File: src/frv_pkg.sv
`default_nettype none

package frv_pkg;

  // field widths
  localparam int SAMPLE_W = 16;
  localparam int VOL_W    = 16;
  localparam int CFG_W    = 13;
  // square of a 16-bit magnitude (max 2^30)
  localparam int PROD_W   = 31;

  localparam logic [CFG_W-1:0] HOP_RESET = 13'd512;

  // input word
  typedef struct packed {
    logic signed [SAMPLE_W-1:0] sample;
    logic                       clip_start;
  } frv_in_t;

  // result word
  typedef struct packed {
    logic [VOL_W-1:0] volume;
    logic             last;
  } frv_out_t;

  // controller -> datapath
  typedef struct packed {
    logic accept;
    logic load_pad;
    logic square;
    logic accum;
    logic div_step;
    logic root_init;
    logic root_step;
    logic load_vol;
  } frv_cmd_t;

  // datapath -> controller
  typedef struct packed {
    logic clip_start;
    logic done;
    logic out_free;
    logic iter_zero;
  } frv_sts_t;

endpackage

`default_nettype wire

File: src/frv_dp.sv
`default_nettype none

module frv_dp #(
  parameter int MAX_HOP = 4096
) (
  input  wire logic                            clk,
  input  wire logic                            rst_n,
  input  wire frv_pkg::frv_in_t                in_data,
  input  wire logic                            cfg_we,
  input  wire logic [frv_pkg::CFG_W-1:0]       cfg_data,
  input  wire frv_pkg::frv_cmd_t               cmd,
  output frv_pkg::frv_sts_t                    sts,
  output logic                                 out_valid,
  input  wire logic                            out_ready,
  output frv_pkg::frv_out_t                    out_data
);
  import frv_pkg::*;

  localparam int CNT_W  = $clog2(MAX_HOP + 1);
  localparam int SUM_W  = PROD_W - 1 + CNT_W;
  localparam int RT_W   = (SUM_W + 1) / 2;
  localparam int OP_W   = 2 * RT_W;
  localparam int ITER_W = $clog2(SUM_W);

  logic [CFG_W-1:0]    hop_r;
  logic [CNT_W-1:0]    count_r;
  logic [SUM_W-1:0]    sum_r;
  logic [15:0]         mag_r;
  logic                done_r;
  logic [PROD_W-1:0]   prod_r;
  logic [SUM_W-1:0]    q_r;
  logic [CNT_W-1:0]    drem_r;
  logic [OP_W-1:0]     op_r;
  logic [RT_W-1:0]     root_r;
  logic [RT_W:0]       rrem_r;
  logic [ITER_W-1:0]   iter_r;
  logic                out_valid_r;
  frv_out_t            out_word_r;

  logic [31:0]         hop_w;
  logic [CNT_W-1:0]    hop_eff;
  logic [15:0]         mag;
  logic [CNT_W:0]      cnt_inc;
  logic                blk_done;
  logic [31:0]         sq_full;
  logic [SUM_W-1:0]    sum_tot;
  logic [CNT_W:0]      dtrial;
  logic                dge;
  logic [CNT_W:0]      ddiff;
  logic [RT_W+2:0]     rtrial;
  logic [RT_W+2:0]     rsub;
  logic                rge;
  logic [RT_W+2:0]     rdiff;

  // effective hop: zero reads as one, clamp at MAX_HOP
  always_comb begin
    if (hop_r == '0) begin
      hop_w = 32'd1;
    end else if (32'(hop_r) > 32'(MAX_HOP)) begin
      hop_w = 32'(MAX_HOP);
    end else begin
      hop_w = 32'(hop_r);
    end
  end
  assign hop_eff = hop_w[CNT_W-1:0];

  // magnitude, 0x8000 maps to 32768
  assign mag = in_data.sample[15] ? (~in_data.sample + 16'd1) : in_data.sample;

  // block fill after this sample
  assign cnt_inc  = in_data.clip_start ? (CNT_W+1)'(1)
                                       : (CNT_W+1)'(count_r) + (CNT_W+1)'(1);
  assign blk_done = cnt_inc >= {1'b0, hop_eff};

  assign sq_full = mag_r * mag_r;
  assign sum_tot = sum_r + SUM_W'(prod_r);

  // restoring divide step, one quotient bit
  assign dtrial = {drem_r, q_r[SUM_W-1]};
  assign dge    = dtrial >= {1'b0, hop_eff};
  assign ddiff  = dtrial - {1'b0, hop_eff};

  // square root step, one root bit
  assign rtrial = {rrem_r, op_r[OP_W-1 -: 2]};
  assign rsub   = {1'b0, root_r, 2'b01};
  assign rge    = rtrial >= rsub;
  assign rdiff  = rtrial - rsub;

  // config register
  always_ff @(posedge clk) begin
    if (!rst_n) begin
      hop_r <= HOP_RESET;
    end else if (cfg_we) begin
      hop_r <= cfg_data;
    end
  end

  // accumulator and block counter
  always_ff @(posedge clk) begin
    if (!rst_n) begin
      count_r <= '0;
      sum_r   <= '0;
      done_r  <= 1'b0;
    end else begin
      if (cmd.accept) begin
        done_r  <= blk_done;
        count_r <= blk_done ? '0 : cnt_inc[CNT_W-1:0];
        if (in_data.clip_start) begin
          sum_r <= '0;
        end
      end
      if (cmd.accum) begin
        sum_r <= done_r ? '0 : sum_tot;
      end
    end
  end

  // sample and square registers
  always_ff @(posedge clk) begin
    if (cmd.accept) begin
      mag_r <= mag;
    end
    if (cmd.square) begin
      prod_r <= sq_full[PROD_W-1:0];
    end
  end

  // iteration counter shared by divider and root
  always_ff @(posedge clk) begin
    if (!rst_n) begin
      iter_r <= '0;
    end else if (cmd.accum) begin
      iter_r <= ITER_W'(SUM_W - 1);
    end else if (cmd.root_init) begin
      iter_r <= ITER_W'(RT_W - 1);
    end else if ((cmd.div_step || cmd.root_step) && iter_r != '0) begin
      iter_r <= iter_r - ITER_W'(1);
    end
  end

  // divider and root registers
  always_ff @(posedge clk) begin
    if (cmd.accum) begin
      q_r    <= sum_tot;
      drem_r <= '0;
    end else if (cmd.div_step) begin
      q_r    <= {q_r[SUM_W-2:0], dge};
      drem_r <= dge ? ddiff[CNT_W-1:0] : dtrial[CNT_W-1:0];
    end
    if (cmd.root_init) begin
      op_r   <= OP_W'(q_r);
      root_r <= '0;
      rrem_r <= '0;
    end else if (cmd.root_step) begin
      op_r   <= {op_r[OP_W-3:0], 2'b00};
      root_r <= {root_r[RT_W-2:0], rge};
      rrem_r <= rge ? rdiff[RT_W:0] : rtrial[RT_W:0];
    end
  end

  // output register
  always_ff @(posedge clk) begin
    if (!rst_n) begin
      out_valid_r <= 1'b0;
    end else if (cmd.load_pad || cmd.load_vol) begin
      out_valid_r <= 1'b1;
    end else if (out_ready) begin
      out_valid_r <= 1'b0;
    end
  end

  always_ff @(posedge clk) begin
    if (cmd.load_pad) begin
      out_word_r.volume <= mag_r;
      out_word_r.last   <= ~done_r;
    end else if (cmd.load_vol) begin
      out_word_r.volume <= root_r[VOL_W-1:0];
      out_word_r.last   <= 1'b1;
    end
  end

  assign out_valid = out_valid_r;
  assign out_data  = out_word_r;

  assign sts.clip_start = in_data.clip_start;
  assign sts.done       = done_r;
  assign sts.out_free   = ~out_valid_r | out_ready;
  assign sts.iter_zero  = (iter_r == '0);

  a_load_free: assert property (@(posedge clk) disable iff (!rst_n)
    (cmd.load_pad || cmd.load_vol) |-> (!out_valid_r || out_ready))
    else $error("result loaded over a word not taken");

  a_load_one: assert property (@(posedge clk) disable iff (!rst_n)
    !(cmd.load_pad && cmd.load_vol))
    else $error("pad and volume loaded together");

  a_count_bound: assert property (@(posedge clk) disable iff (!rst_n)
    32'(count_r) < 32'(MAX_HOP))
    else $error("block count beyond largest hop");

endmodule

`default_nettype wire

File: src/frv_ctrl.sv
`default_nettype none

module frv_ctrl (
  input  wire logic              clk,
  input  wire logic              rst_n,
  input  wire logic              in_valid,
  output logic                   in_ready,
  input  wire frv_pkg::frv_sts_t sts,
  output frv_pkg::frv_cmd_t      cmd
);
  import frv_pkg::*;

  typedef enum logic [7:0] {
    S_IDLE  = 8'b0000_0001,
    S_PAD   = 8'b0000_0010,
    S_SQ    = 8'b0000_0100,
    S_ACC   = 8'b0000_1000,
    S_DIV   = 8'b0001_0000,
    S_RINIT = 8'b0010_0000,
    S_ROOT  = 8'b0100_0000,
    S_VOL   = 8'b1000_0000
  } state_t;

  state_t state_r;
  state_t state_nxt;

  // sequencing of one sample
  always_comb begin
    state_nxt = state_r;
    cmd       = '0;
    in_ready  = 1'b0;
    case (state_r)
      S_IDLE: begin
        in_ready = 1'b1;
        if (in_valid) begin
          cmd.accept = 1'b1;
          state_nxt  = sts.clip_start ? S_PAD : S_SQ;
        end
      end
      S_PAD: begin
        if (sts.out_free) begin
          cmd.load_pad = 1'b1;
          state_nxt    = S_SQ;
        end
      end
      S_SQ: begin
        cmd.square = 1'b1;
        state_nxt  = S_ACC;
      end
      S_ACC: begin
        cmd.accum = 1'b1;
        state_nxt = sts.done ? S_DIV : S_IDLE;
      end
      S_DIV: begin
        cmd.div_step = 1'b1;
        if (sts.iter_zero) begin
          state_nxt = S_RINIT;
        end
      end
      S_RINIT: begin
        cmd.root_init = 1'b1;
        state_nxt     = S_ROOT;
      end
      S_ROOT: begin
        cmd.root_step = 1'b1;
        if (sts.iter_zero) begin
          state_nxt = S_VOL;
        end
      end
      S_VOL: begin
        if (sts.out_free) begin
          cmd.load_vol = 1'b1;
          state_nxt    = S_IDLE;
        end
      end
      default: begin
        state_nxt = S_IDLE;
      end
    endcase
  end

  always_ff @(posedge clk) begin
    if (!rst_n) begin
      state_r <= S_IDLE;
    end else begin
      state_r <= state_nxt;
    end
  end

  a_acc_div: assert property (@(posedge clk) disable iff (!rst_n)
    (state_r == S_ACC && sts.done) |=> (state_r == S_DIV))
    else $error("full block did not start divide");

  a_div_root: assert property (@(posedge clk) disable iff (!rst_n)
    (state_r == S_DIV && sts.iter_zero) |=> (state_r == S_RINIT))
    else $error("divide did not hand over to root");

  a_vol_idle: assert property (@(posedge clk) disable iff (!rst_n)
    cmd.load_vol |=> (state_r == S_IDLE && in_ready))
    else $error("no return to idle after volume");

endmodule

`default_nettype wire

File: src/frame_rms_volume.sv
// Sequence: a sample that closes no block is squared and accumulated (a clip start sample
//   first emits a pad word); one that closes a block then runs the divide and the root
//   before its volume is shown (one divide step per quotient bit, one root step per
//   root bit, in a single shared sequencer).
// Flow: the next sample is taken only once the last is done; pad and volume wait for output.
// Reset: synchronous active-low rst_n; hop size returns to 512, sum, count and output clear.
`default_nettype none

module frame_rms_volume #(
  parameter int MAX_HOP = 4096
) (
  input  wire logic                      clk,
  input  wire logic                      rst_n,
  input  wire logic                      in_valid,
  output logic                           in_ready,
  input  wire frv_pkg::frv_in_t          in_data,
  output logic                           out_valid,
  input  wire logic                      out_ready,
  output frv_pkg::frv_out_t              out_data,
  input  wire logic                      cfg_we,
  input  wire logic [frv_pkg::CFG_W-1:0] cfg_data
);
  import frv_pkg::*;

  frv_cmd_t cmd;
  frv_sts_t sts;

  // sequencer
  frv_ctrl u_ctrl (
    .clk      (clk),
    .rst_n    (rst_n),
    .in_valid (in_valid),
    .in_ready (in_ready),
    .sts      (sts),
    .cmd      (cmd)
  );

  // accumulate, divide, root, output word
  frv_dp #(
    .MAX_HOP (MAX_HOP)
  ) u_dp (
    .clk       (clk),
    .rst_n     (rst_n),
    .in_data   (in_data),
    .cfg_we    (cfg_we),
    .cfg_data  (cfg_data),
    .cmd       (cmd),
    .sts       (sts),
    .out_valid (out_valid),
    .out_ready (out_ready),
    .out_data  (out_data)
  );

endmodule

`default_nettype wire
File: config.mk
export PLATFORM = sky130hd
export DESIGN_NAME = frame_rms_volume
export DESIGN_NICKNAME = d
export VERILOG_FILES = /design/src/frv_pkg.sv /design/src/frv_dp.sv /design/src/frv_ctrl.sv /design/src/frame_rms_volume.sv
export SDC_FILE = /design/constraint.sdc
export NUM_CORES = 1
export LEC_CHECK = 0
export BUFFER_PORTS_ARGS = -buffer_cell sky130_fd_sc_hd__buf_2
export CAP_MARGIN = 10
export CORE_ASPECT_RATIO = 1.5
export CORE_MARGIN = 2
export CORE_UTILIZATION = 55
export CTS_CLUSTER_SIZE = 8
export DETAILED_ROUTE_END_ITERATION = 10
export GPL_TIMING_DRIVEN = 0
export PLACE_DENSITY_LB_ADDON = 0.1
export SYNTH_ARGS = -nofsm -noshare
export SYNTH_HDL_FRONTEND = slang
export SYNTH_SLANG_ARGS = --single-unit
File: constraint.sdc
create_clock -name clk -period 8.9 [get_ports clk]
set_clock_uncertainty 0.05 [all_clocks]
set_input_delay 1.335 -clock clk [delete_from_list [all_inputs] [get_ports clk]]
set_output_delay 1.335 -clock clk [all_outputs]
set_load 0.03 [all_outputs]
==> flow_summary.toml <==
[outcome]
status = "finished clean"

[floorplanning]
die_area_sq_um = 42700
start_util_pct = 56.0
coreArea_sq_um = 40300
io_pins = 54
die-width_microns = 169
num_rows = 90
die_h_microns = 252

[global_routing]
grt_util_met3_pct = 2.68
grt_pass1_wl_mm = 89.3
gr-usage-met1_pct = 30.1
grt_max_degree = 45
track_usage_pct = 26.3
busiest_layer = "met2"
grt_pass1_vias = 17600
antenna_found_initial = 0
met2_usage_pct = 49.2
grt-ovfl-total = 0

[final_layout]
diodes = 0
fill_cells = 3514
fin_area_sq_um = 24700
areaGrowthSynthToFinish_pct = 9.59
final_nets = 2835
multi_input_comb_area_sq_um = 13700
drive_gt1_share_pct = 7.46
register_area_sq_um = 7360
final_util_pct = 61.3

[sta]
fin_ws_ns = 1.00
relSlewSlack_pct = 7.27
final_hold_viol_count = 0
worst_slew_pin_slew_ns = 1.36
finalMaxSlewViolations = 0
setup_tns_ns = 0
fin_crit_ns = 7.90
grt_setup_unrepaired = "false"
period_share_pct = 88.7
setup_viol = 0
fmax_mhz = 127

[cts]
cts.clk_slew.worst_paths_ns = 0.05
ctsHoldBuffers = 0
cts_resized = 0
insertion_delay_ns = 0.55
cts_root_buffer = "clkbuf_16"
tritoncts = "yes"
cts_buffers = 42
htree_levels = 2
cts_setup_buffers = 0
clk_path_buf_depth = 3
clock-sinks = 293

[drt]
firstDrtPassIters = 5
drcViolationCount = 0
viasPerCell = 5.68
drtIter0Drc = 835
routed_wl_mm = 55.2
vias = 17000
ant_nets = 0
routedWlPerCell_microns = 18.5

[yosys]
synth_top_family_by_area = "adder cells"
synth_edf_count = 149
synth.mux.area_fraction_pct = 4.60
synth_seq_area_share_pct = 32.6
async_reset_ff_share_pct = 0
ys_types = 66
syn_inst = 2353
synth_xor_area_share_pct = 5.16
yosys_warnings = 0
syn_area_sq_um = 22600
synth_flop_cell = "edfxtp_1"
post_synth_fa_ha_maj_area_fraction_pct = 24.8
synth_nets = 2737
ys_seq_elements = 293
synth_compound_area_share_pct = 12.7
syn_avg_cell_area_sq_um = 9.59
synth_simple_gate_area_share_pct = 13.6

[placement]
io_buffers = 50
preCtsSetupSlack_ns = 1.07
place_congestion = 0.922
postPlaceCellArea_sq_um = 23500
dpl.hpwl_mm = 43.4

[setup_path]
cp_common_cell = "fa_1"
crit_fanout = 10
cp.arrival_ns = 8.13
critPathLaunch = "u_dp.mag_r[4]$_DFFE_PP_"
cp-end-kind = "register"
worstPathRequired_ns = 9.13
reg2reg_slack_ns = 1.00
crit_chain = "clkbuf_1 > clkbuf_1 > nand2_1 > fa_1 > inv_1 > fa_1 > fa_1 > fa_1 > fa_1 > inv_1 > fa_1 > inv_1 > ha_1 > clkbuf_1 > and3_1 > a221oi_1 > a31oi_1 > a221o_1 > a41o_1 > nand2b_1 > a221oi_1 > xnor2_1"
slowest_stage = "clkbuf_1"
start_kind = "register"
r2r-start = "u_dp.mag_r[4]$_DFFE_PP_"
path_class = "register to register"
critPathMaxStageDelay_ns = 0.63

[power_and_ir_drop]
p_leak_nw = 11.4
vdd_drop_max_uv = 470
p_per_area_nw_per_um2 = 437

[job]
maxCapViolCount = 0

[hold_path]
hp-start = "u_dp.root_r[21]$_SDFFE_PP0P_"
hp-class = "register to register"
## routing by layer
layer | wire length, microns | vias up
met1 | 22000 | 8243
met3 | 1910 | 121
met2 | 28800 | 382
li1 | - | 8224
met5 | 0 | -
met4 | 2540 | 0
## final cells by class
type | instances | share of cell area [%]
multi-input combinational | 1671 | 55.6
sequential | 293 | 29.8
clock buffer | 71 | 4.78
inverter | 293 | 4.45
tap | 506 | 2.56
buffer | 96 | 1.51
timing repair buffer | 54 | 1.24
clock inverter | 2 | 0.116
## per-stage QoR
step	hold slack, ns	total power [mW]	instances
after detailed placement	0.383	9.28	2912
after floorplan	0.368	7.71	2353
after global routing	0.427	12.0	2986
final	0.412	10.8	2986
after global placement	0.388	9.12	2909
after CTS	0.411	10.9	2985
## cells in the mapped netlist (all sizes together), types with 5 or more instances
master | count | area, sq um
xnor2 | 92 | 806
a31oi | 16 | 100
a22oi | 19 | 143
buf | 12 | 56.3
or3 | 9 | 56.3
fa | 164 | 3280
and4 | 6 | 52.6
and3 | 21 | 131
a21o | 67 | 503
nand3b | 5 | 37.5
o311ai | 9 | 78.8
xor2 | 41 | 359
or2 | 7 | 43.8
o22ai | 22 | 138
nor3b | 8 | 60.1
dfxtp | 144 | 2880
edfxtp | 149 | 4470
nor3 | 23 | 115
o211ai | 10 | 75.1
a21oi | 88 | 440
nor2b | 19 | 119
a211oi | 8 | 60.1
nand2 | 274 | 1030
mux2 | 61 | 687
a31o | 5 | 43.8
clkbuf | 84 | 315
ha | 185 | 2310
mux2i | 35 | 350
o21a | 16 | 120
nand2b | 17 | 106
o31ai | 20 | 150
a22o | 11 | 96.3
and2 | 58 | 363
nand4 | 17 | 106
nor4 | 9 | 56.3
o21ai | 102 | 510
nor2 | 126 | 473
inv | 293 | 1100
nand3 | 49 | 245
## cells by family after synthesis
logic type,count (synthesis)
compound gates,437
xor+xnor,133
fa+ha+maj,349
buf+inv,389
flops,293
mux,96
simple gates,656
## sequential cells by signal (all words and copies together), names as in the netlist, 16 cells and up
name           count
u_dp.mag_r        16
u_dp.op_r         44
u_dp.out_data     17
u_dp.prod_r       30
u_dp.q_r          43
u_dp.root_r       22
u_dp.rrem_r       23
u_dp.sum_r        43
## power breakdown
group,internal (mW),switching (mW),total (mW)
combinational,3.19,4.20,7.39
sequential,1.88,0.0555,1.93
clock,0.898,0.596,1.49
## critical path, delay by kind of cell (launching register included)
kind / cells / cell delay, ns
xor+xnor: 1 / 0.11
buf+inv: 6 / 1.67
flops: 1 / 0.49
compound gates: 5 / 1.27
fa+ha+maj: 7 / 3.50
simple gates: 3 / 0.56
## layout by cell type (no fill, tap or decap), types with 61 or more instances in the layout
master    netlist  final
o21ai_0        96     96
a21oi_1        88     88
inv_1         293    292
edfxtp_1      149    149
mux2_2         61     61
a21o_1         67     67
clkbuf_1       84    112
dfxtp_1       144    144
ha_1          185    185
fa_1          164    164
xnor2_1        92     92
nand2_1       274    274
nor2_1        126    125
## final timing paths
path / cells after the start / end
max: 22 / u_dp.prod_r[30]$_DFFE_PP_
min: 2 / u_dp.root_r[21]$_SDFFE_PP0P_
max reg2reg: 22 / u_dp.prod_r[30]$_DFFE_PP_
min reg2reg: 2 / u_dp.root_r[21]$_SDFFE_PP0P_
Power figures use the tool's default switching activity.
